[config.mk]
export PLATFORM = sky130hd
export DESIGN_NAME = servo_launch_sequencer_flat
export DESIGN_NICKNAME = d
export VERILOG_FILES = /design/src/rtl/core/sls_pkg.sv /design/src/rtl/core/sls_if.sv /design/src/rtl/core/sls_ram.sv /design/src/rtl/core/sls_ctrl.sv /design/src/rtl/core/servo_launch_sequencer.sv /design/src/flat_wrapper.sv
export SDC_FILE = /design/constraint.sdc
export NUM_CORES = 1
export LEC_CHECK = 0
export ABC_AREA = 1
export BUFFER_PORTS_ARGS = -buffer_cell sky130_fd_sc_hd__buf_4
export CORE_MARGIN = 3
export CORE_UTILIZATION = 43
export CTS_CLUSTER_DIAMETER = 100
export DETAILED_ROUTE_END_ITERATION = 8
export PLACE_DENSITY = 0.7
export SYNTH_ARGS = -nofsm -noshare
export SYNTH_HDL_FRONTEND = slang
export SYNTH_SLANG_ARGS = --single-unit
[constraint.sdc]
create_clock -name clk -period 3.9 [get_ports clk]
set_input_delay 0.39 -clock clk [delete_from_list [all_inputs] [get_ports clk]]
set_output_delay 0.39 -clock clk [all_outputs]
set_load 0.02 [all_outputs]
[src/rtl/core/sls_pkg.sv]
package sls_pkg;

	typedef logic [8:0]  angle_t;
	typedef logic [2:0]  mode_t;
	typedef logic [3:0]  pos_t;
	typedef logic [4:0]  len_t;
	typedef logic [31:0] usec_t;

	localparam angle_t ANGLE_MAX = 9'd360;

	localparam mode_t M_RESET    = 3'd0;
	localparam mode_t M_IDLE     = 3'd1;
	localparam mode_t M_ASSEMBLY = 3'd2;
	localparam mode_t M_INC      = 3'd3;
	localparam mode_t M_DEC      = 3'd4;
	localparam mode_t M_SHOOT    = 3'd5;
	localparam mode_t M_DECAY    = 3'd6;
	localparam mode_t M_REARM    = 3'd7;

	localparam logic [2:0] BTN_INC    = 3'd0;
	localparam logic [2:0] BTN_DEC    = 3'd1;
	localparam logic [2:0] BTN_SHOOT  = 3'd2;
	localparam logic [2:0] BTN_CONFIG = 3'd3;
	localparam logic [2:0] BTN_NORMAL = 3'd4;

	localparam logic OP_STEP  = 1'b0;
	localparam logic OP_TABLE = 1'b1;

	typedef logic [2:0] reg_idx_t;
	localparam reg_idx_t REG_LOCK_CLOSED = 3'd0;
	localparam reg_idx_t REG_LOCK_OPEN   = 3'd1;
	localparam reg_idx_t REG_WIND_HOME   = 3'd2;
	localparam reg_idx_t REG_LASER_ASM   = 3'd3;
	localparam reg_idx_t REG_TIMEOUT     = 3'd4;
	localparam reg_idx_t REG_POSITIONS   = 3'd5;

	typedef struct packed {
		angle_t lock_closed;
		angle_t lock_open;
		angle_t wind_home;
		angle_t laser_asm;
		usec_t  timeout;
		len_t   positions_used;
	} cfg_t;

	typedef struct packed {
		logic       op;
		logic [2:0] button;
		logic       pressed;
		usec_t      now_time;
		pos_t       entry_index;
		angle_t     entry_laser;
		angle_t     entry_wind;
	} item_t;

	typedef struct packed {
		mode_t  mode;
		pos_t   pos;
		angle_t lock;
		angle_t wind;
		angle_t laser;
		usec_t  shot;
	} st_t;

	function automatic angle_t clamp_angle(input angle_t v);
		return (v > ANGLE_MAX) ? ANGLE_MAX : v;
	endfunction

endpackage

[src/rtl/core/sls_if.sv]
interface sls_step_if;
	import sls_pkg::*;

	logic       valid;
	logic       ready;
	logic       op;
	logic [2:0] button;
	logic       pressed;
	usec_t      now_time;
	pos_t       entry_index;
	angle_t     entry_laser;
	angle_t     entry_wind;

	modport source (output valid, op, button, pressed, now_time, entry_index, entry_laser,
		entry_wind, input ready);
	modport sink (input valid, op, button, pressed, now_time, entry_index, entry_laser,
		entry_wind, output ready);
endinterface

interface sls_result_if;
	import sls_pkg::*;

	logic   valid;
	logic   ready;
	mode_t  mode_code;
	pos_t   position;
	angle_t lock_out;
	angle_t wind_out;
	angle_t laser_out;

	modport source (output valid, mode_code, position, lock_out, wind_out, laser_out,
		input ready);
	modport sink (input valid, mode_code, position, lock_out, wind_out, laser_out,
		output ready);
endinterface

interface sls_cfg_if;
	import sls_pkg::*;

	logic        valid;
	logic        ready;
	reg_idx_t    index;
	logic [31:0] data;

	modport source (output valid, index, data, input ready);
	modport sink (input valid, index, data, output ready);
endinterface

[src/rtl/core/sls_ram.sv]
module sls_ram #(
	parameter int WIDTH = 18,
	parameter int DEPTH = 16
) (
	input  logic                                  clk,
	input  logic                                  we,
	input  logic [(DEPTH > 1 ? $clog2(DEPTH) : 1)-1:0] waddr,
	input  logic [WIDTH-1:0]                      wdata,
	input  logic                                  re,
	input  logic [(DEPTH > 1 ? $clog2(DEPTH) : 1)-1:0] raddr,
	output logic [WIDTH-1:0]                      rdata
);
	logic [WIDTH-1:0] mem_q [DEPTH];

	always_ff @(posedge clk) begin
		if (we) begin
			mem_q[waddr] <= wdata;
		end
		if (re) begin
			rdata <= mem_q[raddr];
		end
	end
endmodule

[src/rtl/core/sls_ctrl.sv]
module sls_ctrl (
	input  sls_pkg::st_t   st,
	input  sls_pkg::cfg_t  cfg,
	input  sls_pkg::item_t it,
	input  sls_pkg::len_t  len,
	output sls_pkg::st_t   nxt,
	output logic           ld
);
	import sls_pkg::*;

	pos_t   dec_pos;
	angle_t wind_inc;
	usec_t  elapsed;

	always_comb begin
		dec_pos  = st.pos - 4'd1;
		wind_inc = (st.wind < ANGLE_MAX) ? st.wind + 9'd1 : st.wind;
		elapsed  = it.now_time - st.shot;
		nxt      = st;
		ld       = 1'b0;
		if (it.op == OP_STEP) begin
			unique case (st.mode)
				M_RESET: begin
					nxt.lock = cfg.lock_closed;
					if (len != 5'd0) begin
						nxt.pos = 4'd0;
						ld      = 1'b1;
					end
					nxt.mode = M_IDLE;
				end
				M_IDLE: begin
					priority if (it.pressed && it.button == BTN_INC) begin
						if (len != 5'd0 && ({1'b0, st.pos} + 5'd1) < len) begin
							nxt.pos = st.pos + 4'd1;
							ld      = 1'b1;
						end
						nxt.mode = M_INC;
					end else if (it.pressed && it.button == BTN_DEC) begin
						if (len != 5'd0 && st.pos != 4'd0) begin
							nxt.pos = dec_pos;
							ld      = ({1'b0, dec_pos} < len);
						end
						nxt.mode = M_DEC;
					end else if (it.pressed && it.button == BTN_SHOOT) begin
						nxt.mode = M_SHOOT;
					end else if (it.pressed && it.button == BTN_CONFIG) begin
						nxt.mode = M_ASSEMBLY;
					end else begin
						nxt.mode = M_IDLE;
					end
				end
				M_ASSEMBLY: begin
					if (it.pressed && it.button == BTN_NORMAL) begin
						nxt.mode = M_RESET;
					end
					nxt.lock  = cfg.lock_open;
					nxt.wind  = cfg.wind_home;
					nxt.laser = cfg.laser_asm;
				end
				M_INC: begin
					if (!it.pressed && it.button == BTN_INC) begin
						nxt.mode = M_IDLE;
					end
				end
				M_DEC: begin
					if (!it.pressed && it.button == BTN_DEC) begin
						nxt.mode = M_IDLE;
					end
				end
				M_SHOOT: begin
					nxt.lock = cfg.lock_open;
					nxt.shot = it.now_time;
					nxt.mode = M_DECAY;
				end
				M_DECAY: begin
					nxt.wind = wind_inc;
					if (wind_inc >= cfg.wind_home) begin
						nxt.mode = M_REARM;
					end
				end
				M_REARM: begin
					if (elapsed > cfg.timeout) begin
						nxt.mode = M_RESET;
					end
				end
			endcase
		end
	end
endmodule

[src/rtl/core/servo_launch_sequencer.sv]
// Launcher sequencer: one result beat per step beat, in order. A beat is taken
// into an input register and its mode, index and angle update is worked out
// into the state registers, which drive the result port; one beat is accepted
// every cycle while results are taken, and one more beat is absorbed while a
// result waits. Table-write beats fill one angle RAM of TABLE_DEPTH entries
// (laser and wind side by side); a beat that sets a new index inside the used
// length reads that RAM, and its wind and laser angles come from the registered
// read data until the next beat is processed. Configuration writes are taken at
// any time and must be issued only while the block is idle.
module servo_launch_sequencer #(
	parameter int TABLE_DEPTH = 16
) (
	input logic         clk,
	input logic         arst_n,
	sls_step_if.sink    step,
	sls_result_if.source result,
	sls_cfg_if.sink     cfg
);
	import sls_pkg::*;

	localparam int AW = (TABLE_DEPTH > 1) ? $clog2(TABLE_DEPTH) : 1;

	cfg_t   cfg_q;
	len_t   len;
	logic   valid_s1;
	item_t  item_s1;
	logic   adv;
	logic   out_valid_q;
	mode_t  mode_q;
	pos_t   pos_q;
	angle_t lock_q;
	angle_t wind_q;
	angle_t laser_q;
	usec_t  shot_q;
	logic   pend_q;
	st_t    cur;
	st_t    nxt;
	logic   ld;
	logic   tbl_we;
	logic [17:0] rdata;

	assign cfg.ready = 1'b1;

	always_ff @(posedge clk or negedge arst_n) begin
		if (!arst_n) begin
			cfg_q.lock_closed    <= 9'd0;
			cfg_q.lock_open      <= 9'd180;
			cfg_q.wind_home      <= 9'd180;
			cfg_q.laser_asm      <= 9'd180;
			cfg_q.timeout        <= 32'd1000000;
			cfg_q.positions_used <= 5'd16;
		end else if (cfg.valid) begin
			unique case (cfg.index)
				REG_LOCK_CLOSED: cfg_q.lock_closed    <= clamp_angle(cfg.data[8:0]);
				REG_LOCK_OPEN:   cfg_q.lock_open      <= clamp_angle(cfg.data[8:0]);
				REG_WIND_HOME:   cfg_q.wind_home      <= clamp_angle(cfg.data[8:0]);
				REG_LASER_ASM:   cfg_q.laser_asm      <= clamp_angle(cfg.data[8:0]);
				REG_TIMEOUT:     cfg_q.timeout        <= cfg.data;
				REG_POSITIONS:   cfg_q.positions_used <= cfg.data[4:0];
				default: ;
			endcase
		end
	end

	assign len = (32'(cfg_q.positions_used) > TABLE_DEPTH) ? 5'(TABLE_DEPTH)
		: cfg_q.positions_used;

	// input register
	assign adv        = valid_s1 && (!out_valid_q || result.ready);
	assign step.ready = !valid_s1 || adv;

	always_ff @(posedge clk or negedge arst_n) begin
		if (!arst_n) begin
			valid_s1 <= 1'b0;
		end else if (step.valid && step.ready) begin
			valid_s1 <= 1'b1;
		end else if (adv) begin
			valid_s1 <= 1'b0;
		end
	end

	always_ff @(posedge clk) begin
		if (step.valid && step.ready) begin
			item_s1.op          <= step.op;
			item_s1.button      <= step.button;
			item_s1.pressed     <= step.pressed;
			item_s1.now_time    <= step.now_time;
			item_s1.entry_index <= step.entry_index;
			item_s1.entry_laser <= step.entry_laser;
			item_s1.entry_wind  <= step.entry_wind;
		end
	end

	// angles come from the RAM read data after a beat that read the table
	always_comb begin
		cur.mode  = mode_q;
		cur.pos   = pos_q;
		cur.lock  = lock_q;
		cur.wind  = pend_q ? rdata[8:0] : wind_q;
		cur.laser = pend_q ? rdata[17:9] : laser_q;
		cur.shot  = shot_q;
	end

	sls_ctrl u_ctrl (
		.st  (cur),
		.cfg (cfg_q),
		.it  (item_s1),
		.len (len),
		.nxt (nxt),
		.ld  (ld)
	);

	assign tbl_we = adv && item_s1.op == OP_TABLE && 32'(item_s1.entry_index) < TABLE_DEPTH;

	sls_ram #(
		.WIDTH (18),
		.DEPTH (TABLE_DEPTH)
	) u_ram (
		.clk   (clk),
		.we    (tbl_we),
		.waddr (AW'(item_s1.entry_index)),
		.wdata ({clamp_angle(item_s1.entry_laser), clamp_angle(item_s1.entry_wind)}),
		.re    (adv && ld),
		.raddr (AW'(nxt.pos)),
		.rdata (rdata)
	);

	always_ff @(posedge clk or negedge arst_n) begin
		if (!arst_n) begin
			mode_q      <= M_RESET;
			pos_q       <= 4'd0;
			lock_q      <= 9'd0;
			wind_q      <= 9'd0;
			laser_q     <= 9'd0;
			shot_q      <= 32'd0;
			pend_q      <= 1'b0;
			out_valid_q <= 1'b0;
		end else if (adv) begin
			mode_q      <= nxt.mode;
			pos_q       <= nxt.pos;
			lock_q      <= nxt.lock;
			wind_q      <= nxt.wind;
			laser_q     <= nxt.laser;
			shot_q      <= nxt.shot;
			pend_q      <= ld;
			out_valid_q <= 1'b1;
		end else if (result.ready) begin
			out_valid_q <= 1'b0;
		end
	end

	assign result.valid     = out_valid_q;
	assign result.mode_code = mode_q;
	assign result.position  = pos_q;
	assign result.lock_out  = lock_q;
	assign result.wind_out  = cur.wind;
	assign result.laser_out = cur.laser;

`ifndef SYNTHESIS
	a_hold_state: assert property (@(posedge clk) disable iff (!arst_n)
		!adv |=> $stable(mode_q) && $stable(pos_q) && $stable(shot_q) && $stable(pend_q))
		else $error("state moved without a beat");

	a_load_in_range: assert property (@(posedge clk) disable iff (!arst_n)
		adv && ld |=> pend_q && ({1'b0, pos_q} < $past(len)))
		else $error("table read outside the used length");

	a_rearm_exit: assert property (@(posedge clk) disable iff (!arst_n)
		adv && mode_q == M_REARM |=> mode_q == M_REARM || mode_q == M_RESET)
		else $error("rearm wait left to a mode other than reset");
`endif
endmodule

[src/flat_wrapper.sv]
// flat-port wrapper written by rule: the top's interface ports become plain ports
module servo_launch_sequencer_flat import sls_pkg::*;
#(
	parameter int TABLE_DEPTH = 16
)
  (clk, arst_n, step_valid, step_op, step_button, step_pressed, step_now_time, step_entry_index, step_entry_laser, step_entry_wind, step_ready, result_valid, result_mode_code, result_position, result_lock_out, result_wind_out, result_laser_out, result_ready, cfg_valid, cfg_index, cfg_data, cfg_ready);
  sls_step_if step_i ();
  sls_result_if result_i ();
  sls_cfg_if cfg_i ();
  input logic clk;
  input logic arst_n;
  input wire logic [$bits(step_i.valid)-1:0] step_valid;
  input wire logic [$bits(step_i.op)-1:0] step_op;
  input wire logic [$bits(step_i.button)-1:0] step_button;
  input wire logic [$bits(step_i.pressed)-1:0] step_pressed;
  input wire logic [$bits(step_i.now_time)-1:0] step_now_time;
  input wire logic [$bits(step_i.entry_index)-1:0] step_entry_index;
  input wire logic [$bits(step_i.entry_laser)-1:0] step_entry_laser;
  input wire logic [$bits(step_i.entry_wind)-1:0] step_entry_wind;
  output wire logic [$bits(step_i.ready)-1:0] step_ready;
  output wire logic [$bits(result_i.valid)-1:0] result_valid;
  output wire logic [$bits(result_i.mode_code)-1:0] result_mode_code;
  output wire logic [$bits(result_i.position)-1:0] result_position;
  output wire logic [$bits(result_i.lock_out)-1:0] result_lock_out;
  output wire logic [$bits(result_i.wind_out)-1:0] result_wind_out;
  output wire logic [$bits(result_i.laser_out)-1:0] result_laser_out;
  input wire logic [$bits(result_i.ready)-1:0] result_ready;
  input wire logic [$bits(cfg_i.valid)-1:0] cfg_valid;
  input wire logic [$bits(cfg_i.index)-1:0] cfg_index;
  input wire logic [$bits(cfg_i.data)-1:0] cfg_data;
  output wire logic [$bits(cfg_i.ready)-1:0] cfg_ready;
  assign step_i.valid = step_valid;
  assign step_i.op = step_op;
  assign step_i.button = step_button;
  assign step_i.pressed = step_pressed;
  assign step_i.now_time = step_now_time;
  assign step_i.entry_index = step_entry_index;
  assign step_i.entry_laser = step_entry_laser;
  assign step_i.entry_wind = step_entry_wind;
  assign step_ready = step_i.ready;
  assign result_valid = result_i.valid;
  assign result_mode_code = result_i.mode_code;
  assign result_position = result_i.position;
  assign result_lock_out = result_i.lock_out;
  assign result_wind_out = result_i.wind_out;
  assign result_laser_out = result_i.laser_out;
  assign result_i.ready = result_ready;
  assign cfg_i.valid = cfg_valid;
  assign cfg_i.index = cfg_index;
  assign cfg_i.data = cfg_data;
  assign cfg_ready = cfg_i.ready;
  servo_launch_sequencer #(.TABLE_DEPTH(TABLE_DEPTH)) u_core (.clk(clk), .arst_n(arst_n), .step(step_i), .result(result_i), .cfg(cfg_i));
endmodule
# == Word-level counts from Yosys, hierarchy flattened ==
# Memory sizes are Yosys's and may differ from the RTL's. A register that Yosys moved wholly into a read port is not among the register bits.
# Cells that the tools add are included.
# word_totals
regBits,201
ramBits,288
in_bits,99
memories,1
# classes
add_sub_neg,5
n_lt_le_gt_ge,9
eq_ne,21
muxes,40
n_bitwise,1
n_reduce_logical,36
# memory_table
memory,words,word_bits,read_ports,rd_ports_with_merged_regs,write_ports,line_no,text
u_core.u_ram.mem_q,16,18,1,1,1,sls_ram.sv:13,logic [WIDTH-1:0] mem_q [DEPTH];
# ops
operator,count
63-bit 2-to-1 mux,1
9-bit 2-to-1 mux,7
9-bit one-hot mux with 2 select lines,2
32-bit > comparator,1
32-bit 2-to-1 mux,1
32-bit subtractor,1
"9-bit > comparator, second input constant",3
3-bit one-hot mux with 8 select lines,1
"3-bit == test, second input constant",7
3-bit 2-to-1 mux,7
"3-bit by 2-bit == test with 1-bit output, second input constant",6
4-bit 2-to-1 mux,4
1-bit logical AND,13
1-bit 2-to-1 mux,12
2-bit AND reduction,6
"2-bit != test, second input constant",5
"9-bit by 1-bit adder with 9-bit output, second input constant",1
"3-bit by 1-bit == test with 1-bit output, second input constant",3
9-bit greater-or-equal comparator,1
3-bit zero test,3
"9-bit less-than comparator, second input constant",1
4-bit one-hot mux with 2 select lines,1
7-bit 2-to-1 mux,1
7-bit AND reduction,1
other kinds (17),23

# == Logic depth before layout (Yosys ltp) ==
# Gate-level depths: netlist (run 1).
# logic_depth
depth_word,10
mapped_depth,29

# == Modules after synthesis ==
# A second synthesis (run 1) with hierarchy kept.
# hier_totals
hier_cells,2799
area_unflattened_um2,25694.6
# modules_own_cells
module,instances,cells_per_inst,area_per_inst_um2
sls_ram,1,1203,12942.4
servo_launch_sequencer,1,743,7880.1
sls_ctrl,1,853,4872.2

# == Worst setup path after synthesis (run 1) ==
# OpenSTA, ideal clock, no wires.
# synth_timing
kind,register to register
startpoint,register u_core.item_s1[22] (netlist bit)
endpoint,"register u_core.mode_q[1], in the netlist u_core.result.mode_code[1]"
setup_ps,118
arrival_ps,3259
setup_slack_ps,524
path_stages_with_launch,29
path_buffers,0
synth_period_minus_slack_ps,3376
path_cell_list,edfxtp_1 > inv_1 > ha_1 > inv_1 > fa_1 > nand3_1 > nand3_1 > nand2_1 > nand2_1 > nand2_1 > o21ai_1 > a21oi_1 > o21ai_1 > nand3_1 > nand2_1 > nand2_1 > nand2_1 > ha_1 > nand2_1 > nor2_1 > nand4_1 > nor4_1 > nand2_1 > nand2_1 > nand2_1 > nand2_1 > nand3_1 > nand2_1 > nand2_1
# synth_between
elab_chain_len,4
# synth_lines
item,line_no,text
"start, declared",servo_launch_sequencer.sv:26,item_t item_s1;
32-bit subtractor,sls_ctrl.sv:18,elapsed = it.now_time - st.shot;
32-bit > comparator,sls_ctrl.sv:82,if (elapsed > cfg.timeout) begin
2-bit != test (no source line),-,
7-bit AND reduction (no source line),-,
"end signal, assigned",servo_launch_sequencer.sv:139,mode_q <= nxt.mode;
"end, declared",servo_launch_sequencer.sv:29,mode_t mode_q;
# Every way passes these cells.
# A chain may end at the register's enable or synchronous reset.

# == Final worst setup path (run 1) ==
# layout_timing
startpoint,register u_core.item_s1[24] (netlist bit)
endpoint,"register u_core.mode_q[2], in the netlist u_core.result.mode_code[2]"
# Same word-level chain as after synthesis.

==> results.md, run 1 <==
Outcome:
- The flow ran to the end, and the final reports show no timing, DRC or antenna violations.

Critical path:
- The cell depth of the worst flop-to-flop path is 25.
- The kind of end point of the critical path is a flip-flop.
- The element type at the critical path start is a flip-flop.
- The worst register-to-register path begins at u_core.item_s1[24].
- Across all register-to-register paths, the minimum setup slack is ~0.074 ns.
- In this run the worst path has a maximum fanout of 3.
- The endpoint of the most critical register-to-register path is u_core.result.mode_code[2].
- The type of the worst setup path is reg -> reg.
- Data on the critical path is required at its endpoint by roughly 4.4 ns.
- The data arrival time of the critical path is 4.32 ns.
- In this run the worst setup path begins at u_core.item_s1[24].

STA:
- Setup violations remaining at the end of the flow were counted as 0.
- The setup skew after layout is about 0.032 ns.
- The number of hold violations in the final report is 0.
- The number of slew-limit violations in the final report is 0.
- The shortest period the worst path allows is about 3.8 ns.
- Setup repair after global routing could not meet its margin everywhere.
- The tightest slew margin relative to the limit is 0.219.
- At the pin with the least slew margin, the transition time is 1.17 ns.
- In the finished design, the share of the clock period the worst path needs comes to 0.981.
- The highest clock rate is 261 MHz.
- Hold timing on the final database bottoms out at a slack of about 0.03 ns.

Yosys:
- The distinct cell type count after synthesis is 54.
- The share of synthesized area in the top cell type comes to 0.448.
- The cell with the most instances after synthesis is nand2_1.
- The synthesized design contains slightly above 500 register bits.
- The proportion of register bits with asynchronous set or reset after synthesis is 0.280.
- Averaged over all synthesized cells, the footprint is 9.61 µm².
- For this run, the number of Yosys warnings is 0.
- Counting every net in the synthesized netlist gives between 2000 and 3000.
- The predominant post-synthesis flop cell is edfxtp_1.
- Summed over all instances, the cell type with the most area after synthesis is edfxtp_1.
- Synthesis produced a netlist whose cell count is approximately 2500.
- The sequential share of the synthesized area is 0.594.
- By area the synthesized netlist is led by edfxtp_1 45%, dfrtp_1 12%, nand2_1 8.7%, nand3_1 7.7%, inv_1 5.2%.
- The number of flops mapped to enable cells by yosys is between 300 and 400.
- The synthesized area is ~0.024 mm².
- Ranked by instance count, the synthesized netlist is headed by 567 x nand2_1, 377 x nand3_1, 365 x edfxtp_1.

CTS:
- The clock transition at the register clock pins on the worst setup and hold paths after CTS is about 0.060 ns.
- The sink count of the clock tree is around 510.
- The number of clock buffers added by TritonCTS is 54.
- The level count of the clock H-tree is 2.
- The insertion delay to the later sink of the worst-skew pair is 0.64 ns.
- The maximum clock insertion buffer count is 3.
- The clock tree root driver cell is clkbuf_16.
- TritonCTS built the clock tree.

Pwr:
- Power spread over the standard cell area amounts to ~700 mW/mm².
- The worst supply voltage drop on vdd is about 0.40 mV.
- The standby leakage power is 13.1 nW.
- The total power draw is just over 20 mW.

Layout:
- Leaving out filler cells and counting taps, the final layout contains between 3000 and 4000.
- For this run, the post-layout net count is a little under 3000.
- Compared with the post-synthesis result, the final layout area differs by 20.8%.
- The share of final-layout standard cells stronger than drive strength 1 is 0.150.
- The number of filler cells placed in the layout is slightly below 5000.
- Once layout is done, the placed cells without fillers occupy 0.0296 mm².

Routing:
- After detailed routing, the average wire length per cell comes to 18.2 µm.
- The total detailed-routing wirelength is 65.2 mm.
- The via-per-instance ratio is between 5 and 6.
- The routed layout has around 19000 vias.
- In this run the remaining antenna-violating nets after routing total 0.
- The count of routing violations after the opening detailed-route iteration is about 2000.
- The final routed DRC violation total is 0.
- The first TritonRoute pass finished after 6 iterations.

GRT:
- The overall fraction of global-route tracks in use is 0.213.
- The first global-routing pass estimated 100 mm of wire.
- Summed over all layers, the global routing overflow is 0.
- The pin count of the biggest net entering global routing is 106.
- The number of global-route vias before repair is 18300.
- The number of antenna violations at the first check in global routing is 3.

Floorplanning:
- The die covers between 0.05 and 0.06 mm².
- The die height is ~240 µm.
- The starting density of the core is 0.439.
- The initialized floorplan defines 86 standard-cell rows.
- The top-level port count is roughly 140.
- The die span in x is between 200 and 250 µm.
- The area of the placeable core is approximately 0.056 mm².

Placed design:
- In this run the tool buffered the top-level ports with about 130 buffer cells.
- The total placed cells including tap cells is ~3400.
- The post-placement cell area is roughly 0.027 mm².
- After legalization and detailed placement, the total HPWL measured roughly 42 mm.
- The routability congestion estimate from global placement is around 0.90.

Worst hold path:
- The worst hold path begins at cfg_data[27].
- The path with the worst hold slack has its endpoint at u_core.cfg_q[32].
- Counting instances, the worst hold path has a depth of 3.
- The path class of the tightest hold or removal check is in -> reg.

Job:
- Max-cap violations in this run came to 0.
==> layout by cell type, fill, tap and decap left out, drive strengths merged, types with 5 or more instances in the layout <==
cell,synthesis,final
a21oi,136,136
a31oi,20,20
buf,71,215
clkbuf,33,76
clkinv,4,24
dfrtp,122,122
dfstp,20,20
dlygate4sd3,0,70
edfxtp,365,365
ha,82,82
inv,348,351
mux2i,9,9
nand2,572,572
nand3,380,380
nand4,9,9
nor2,159,159
nor3,15,15
nor4,9,9
o211ai,8,8
o21a,5,5
o21ai,110,110
xnor2,11,11
xor2,29,29
==> power breakdown <==
group / leakage [nW] / switching (mW) / internal (mW)
sequential: 4.91 / 0.344 / 6.50
combinational: 7.24 / 5.25 / 2.91
clock: 0.915 / 2.18 / 3.05
total: 13.1 / 7.78 / 12.5
==> final cells by class <==
cell class | count | area, µm² | area share
Antenna cell | 1 | 2.50 | 0.0000847
Clock buffer | 76 | 1580 | 0.0534
Clock inverter | 26 | 272 | 0.00919
Inverter | 352 | 1320 | 0.0447
Multi-Input combinational cell | 1583 | 8480 | 0.287
Sequential cell | 507 | 14500 | 0.492
Tap cell | 748 | 936 | 0.0317
Timing Repair Buffer | 285 | 2420 | 0.0820
==> logic make-up (layout without fill, tap and decap cells) <==
| group | after synthesis | after routing | synth area share |
|---|---|---|---|
| and+or+nand+nor | 1150 | 1150 | 0.202 |
| DFF | 507 | 507 | 0.594 |
| buffers and inverters | 456 | 739 | 0.0762 |
| AOI/OAI and AO/OA | 299 | 299 | 0.0660 |
| adders and majority gates | 83 | 83 | 0.0427 |
| xor gates and xnor gates | 40 | 40 | 0.0143 |
| muxes | 10 | 10 | 0.00414 |
| other | 1 | 2 | 0.000153 |
==> sequential cells by signal, summed over array words and instances (netlist names), 9 cells and up <==
name,cells
u_core.cfg_q,73
u_core.item_s1,59
u_core.laser_q,9
u_core.result.lock_out,9
u_core.shot_q,32
u_core.u_ram.mem_q,288
u_core.u_ram.rdata,18
u_core.wind_q,9
==> worst max-delay path: stages (launching register included) <==
cell	delay (ns)
edfxtp_1	0.44
ha_4	0.28
a21oi_1	0.15
nand2_1	0.11
a21oi_2	0.22
o21bai_2	0.12
buf_4	0.15
buf_4	0.12
a21oi_1	0.21
o21ai_1	0.17
a21oi_1	0.22
xnor2_1	0.15
ha_1	0.27
a21oi_2	0.19
o21ai_0	0.11
nand3_1	0.07
nand2_1	0.05
nand2_1	0.05
a21oi_1	0.05
nor2_1	0.10
nand2_1	0.07
nand2_2	0.08
nand2_2	0.07
buf_6	0.13
nand4_1	0.07
nand2_1	0.06
==> worst max path at each step <==
stage | slack [ns] | to | depth (start not counted)
after floorplan | 0.52 | u_core.result.mode_code[1] | 28
after global placement | 0.04 | u_core.result.mode_code[2] | 23
after detailed placement | -0.006 | u_core.result.mode_code[1] | 23
after CTS | 0.01 | u_core.result.mode_code[1] | 25
after global routing | -0.16 | u_core.result.mode_code[1] | 27
final | 0.07 | u_core.result.mode_code[2] | 25
==> metal layers <==
layer,share of wire,up-vias,track usage
met1,0.42,9013,0.293
met2,0.46,816,0.342
met4,0.031,2,0.0702
met5,0.00020,-,0
met3,0.089,152,0.0424
li1,-,8990,-
==> stage by stage <==
stage	worst slack [ns]	util	setup TNS [ns]
final	0.0738	0.530	0
after global routing	-0.162	0.530	-0.466
after CTS	0.0108	0.522	0
after detailed placement	-0.00571	0.476	-0.00769
after global placement	0.0355	0.476	0
after floorplan	0.524	-	0
==> repair_timing <==
action	in CTS	in global routing
setup endpoints to repair	3	4
setup buffers	0	17
gates cloned	0	0
endpoints found under the hold margin	152	0
resized for setup	2	71
hold buffers	70	0
pin swaps	0	31
(Power assumes the default switching activity.)
==> inputs of run 2 (changes only) <==
Settings changed: CORE_MARGIN 3 to default, CORE_UTILIZATION 43 to 44, PLACE_DENSITY 0.7 to 0.71.
==> run 2 against run 1 <==
  * Critical path depth is 2 lower
  * Total power is 2.5% lower
  * Clock skew is 0.027 ns higher
  * Via count is 1.9% lower
  * Sequential cell count stayed put
  * Highest routed layer is now met4
  * Sequential power hardly changed
  * Non-clock buffer count is 20 lower
  * First-iteration DRC count is 17% lower
  * Setup slack better by 0.051 ns
  * Maximum frequency is 1.4% higher
==> results.md, run 2 (synthesis gave the netlist of run 1 again) <==
Worst hold path:
- The worst hold path terminates at u_core.cfg_q[25].
- The number of cells on the worst hold path is 3 (unchanged).
- In this run the worst hold path is classified as in -> reg.
- The worst hold path startpoint is cfg_data[20].

Pwr:
- The proportion of power drawn by combinational gates came to 0.406 (+0.003).
- The standby leakage power came to 12.9 nW (-1.3%).
- The internal portion of total power came to 12.1 mW (-3.2%).
- The total power draw is 19.7 mW (-2.5%).
- The share of total power in sequential cells is 0.346 (+0.008).
- The switching power summed over all nets was 7.67 mW (-1.5%).
- The switching power share of the total was 0.388 (+0.00415).
- The share of total power in the clock network is 0.248 (-0.011).
- The worst supply voltage drop on vdd came to 0.405 mV (+1.4%).
- The power density over the cells came to 676 mW/mm² (-1.3%).

Critical path:
- The flop-to-flop setup slack came to 0.12 ns (+0.05 ns).
- The biggest cell delay along the critical path is 0.45 ns (about the same).
- The library cell contributing the largest single delay on the critical path is edfxtp_1.
- The combined buffer and inverter count along the critical path is 0 (-3).
- STA classifies the critical path startpoint as a flip-flop.
- The endpoint of the most critical register-to-register path is u_core.result.mode_code[1].
- In this run the critical register-to-register path is launched from u_core.item_s1[24].
- The critical path is of the reg -> reg type.
- The kind of cell with the highest combined delay along the critical path is simple AND/OR/NAND/NOR gates.
- The kind of end point of the critical path is a flip-flop.
- The data arrival time of the critical path was 4.28 ns (-0.04 ns).
- Among the stages of the critical path, the cell type that occurs most often is nand2_1.
- The cell depth of the worst flop-to-flop path is 23 (-8.0%).
- Traced cell by cell, the critical path runs through ha_4, a21oi_2, nand2_2, a21oi_4, nand3b_1, nand3_1, nand2_1, o211ai_1, nand2_1, nand2_1, xor2_1, ha_1, nand2_1, nor2_2, nand4_1, nor4_2, nand2_1, nand2_1, nand2_2, nand2_2, nand3_2, nand2_1, nand2_1.
- The maximum net fanout on the critical path is 4 (+1).
- The number of cells on the critical path came to 23 (-8.0%).
- The critical path data required time is 4.40 ns (about the same).

Layout:
- The layout net count is 2945 (-0.67%).
- The multi-input combinational cell area is 0.00844 mm² (-0.52%).
- The share of final-layout standard cells stronger than drive strength 1 is 0.141 (-0.00901).
- The final instance area is 0.0292 mm² (-1.3%).
- The number of diodes is 0 (-1).
- The library cell used most frequently in the layout, excluding fill and tap cells, is nand2_1.
- The largest registers in the layout are u_core.u_ram.mem_q: 288 flops, u_core.cfg_q: 73 flops, u_core.item_s1: 59 flops.
- The number of flip-flops under the largest register name came to 288 (unchanged).
- The largest register by flop count is u_core.u_ram.mem_q.
- In the layout the commonest cells are 554 x nand2_1, 371 x nand3_1, 365 x edfxtp_1.
- The area growth from synthesis to final layout is 19.2%.
- The sequential cell area in the final layout is 0.0145 mm² (about the same).
- The number of filler cells placed in the layout is 4796 (-1.6%).

Routing:
- The number of detailed-routing iterations run before antenna repair is 5 (-1).
- The total detailed-routing wirelength came to 63.6 mm (-2.3%).
- The via-per-instance ratio is 5.24 (-1.1%).
- The number of vias in the routed layout came to 18600 (-1.9%).
- The final routed DRC violation total is 0 (unchanged).
- The post-detailed-route wirelength per cell is 17.9 µm (-1.6%).
- The count of routing violations after the opening detailed-route iteration is 1672 (-17%).
- The count of antenna-violating nets left after detailed routing is 0 (unchanged).

STA:
- The portion of the clock cycle consumed by the worst path in the final layout is 0.968 (-0.0131).
- The number of slew-limit violations in the final report came to 0 (unchanged).
- The hold slack is 0.0266 ns (-0.00348 ns).
- The setup skew after layout came to 0.0590 ns (+0.0271 ns).
- The shortest period the worst path allows was 3.78 ns (-0.0511 ns).
- The highest clock rate came to 265 MHz (+1.4%).
- The number of hold violations in the final report was 0 (unchanged).
- The transition at the pin with the smallest max-transition slack is 1.26 ns (+0.0880 ns).
- The total of endpoints with negative setup slack in the final report was 0 (unchanged).
- Setup repair after global routing could not meet its margin everywhere.
- The tightest slew margin relative to the limit is 0.160 (-0.0589).

CTS:
- The level count of the clock H-tree was 2 (unchanged).
- The clock transition at the register clock pins on the worst setup and hold paths after CTS is 0.07 ns (about the same).
- The clock tree from TritonCTS is yes.
- The clock tree root driver cell is clkbuf_16.
- The clock buffer count from CTS is 54 (unchanged).
- The sink count of the clock tree is 507 (unchanged).
- The insertion delay to the later sink of the worst-skew pair is 0.66 ns (+0.02 ns).
- The maximum clock insertion buffer count was 3 (unchanged).

GRT:
- The number of antenna violations at the first check in global routing is 1 (-2).
- The global-route wire length before repair is 99.2 mm (-1.2%).
- The pin count of the biggest net entering global routing is 145 (+37%).
- The number of global-route vias before repair is 18200 (-0.52%).
- The overall overflow remaining after global route came to 0 (unchanged).
- The overall fraction of global-route tracks in use was 0.224 (+0.0106).

Outcome:
- The run finished with clean final reports.

Floorplanning:
- The number of placement rows is 86 (unchanged).
- The die area came to 0.0566 mm² (-5.4%).
- The die height is 238 µm (-2.7%).
- The die span in x came to 238 µm (-2.7%).
- The top-level port count is 136 (unchanged).
- The starting density of the core is 0.445 (+0.00601).
- The area of the placeable core is 0.0550 mm² (-1.4%).

Placed design:
- The number of buffer cells added on primary ports is 134 (unchanged).
- The post-placement cell area is 0.0265 mm² (-0.14%).
- The routability congestion estimate from global placement is 0.919 (+2.2%).
- The total half-perimeter wirelength after legalization and detailed placement is 41.9 mm (-0.49%).

Job:
- The max-cap violation count is 0 (unchanged).
## run 2: changes by cell type in the layout (fill, tap and decap cells not counted), moves of 2 or more
| cell | delta |
|---|---|
| buf_4 | -12 |
| dlygate4sd3_1 | -7 |
| clkinv_1 | +5 |
| clkinv_2 | -5 |
| ha_1 | +4 |
| clkbuf_16 | -3 |
| ha_4 | -3 |
| o21ai_0 | -3 |
| o21ai_1 | +3 |
| a21oi_2 | -2 |
| bufinv_16 | -2 |
| clkbuf_8 | -2 |
| clkinv_4 | +2 |
| inv_6 | -2 |
## run 2: worst register-to-register path, delay by kind of cell, from the launching register on
family                     cells  cell delay, ns
and+or+nand+nor               17            1.98
AOI/OAI and AO/OA              3            0.52
adders and majority gates      2            0.59
xor gates and xnor gates       1            0.14
DFF                            1            0.45
## run 2: through the flow
stage,worst slack (ns),setup TNS (ns),util,std cells
final,0.125,0,0.531,3552
after global routing,-0.173,-0.518,0.531,3552
after CTS,0.00772,0,0.524,3544
after detailed placement,-0.0866,-0.225,0.482,3384
after global placement,0.0650,0,0.482,3384
after floorplan,0.524,0,-,2546
## run 2: area by class of cell
type                    instances  share of cell area
flip-flops and latches        507               0.498
clock inverters                25             0.00729
inverters                     352              0.0453
clock buffers                  72              0.0507
well taps                     748              0.0321
repair buffers                265              0.0771
multi-input cells            1583               0.289
## run 2: worst max path at each step
stage,start,endpoint,slack [ns]
detailed placement,u_core.item_s1[24],u_core.result.mode_code[2],-0.09
CTS,u_core.shot_q[0],u_core.result.mode_code[2],0.008
global placement,u_core.item_s1[24],u_core.result.mode_code[2],0.06
finish,u_core.item_s1[24],u_core.result.mode_code[1],0.12
floorplan,u_core.item_s1[22],u_core.result.mode_code[1],0.52
global route,u_core.item_s1[42],u_core.result.mode_code[2],-0.17
## run 2: timing repair
action                                 in CTS  in global routing
hold buffers                               63                  0
buffers inserted                            0                  8
gates resized for setup                     3                 64
setup endpoints to repair                   3                  3
pin swaps                                   0                 14
endpoints found under the hold margin     141                  0
## run 2: metal layers
metal | share of wire | vias up | track usage | routed length (µm)
met5 | 0 | - | 0 | 0
met4 | 0.023 | 0 | 0.0737 | 1450
met3 | 0.074 | 100 | 0.0364 | 4710
met2 | 0.48 | 670 | 0.367 | 30500
met1 | 0.42 | 8894 | 0.303 | 27000
li1 | - | 8955 | - | -
## run 2: power groups by stage
stage                     clock [mW]  combinational, mW  sequential, mW
after CTS                       4.98               7.71            6.82
after detailed placement           0               7.60            6.93
after global placement             0               7.46            6.90
after floorplan                    0               5.12            6.89
final                           4.90               8.00            6.83
after global routing            5.17               8.90            6.89
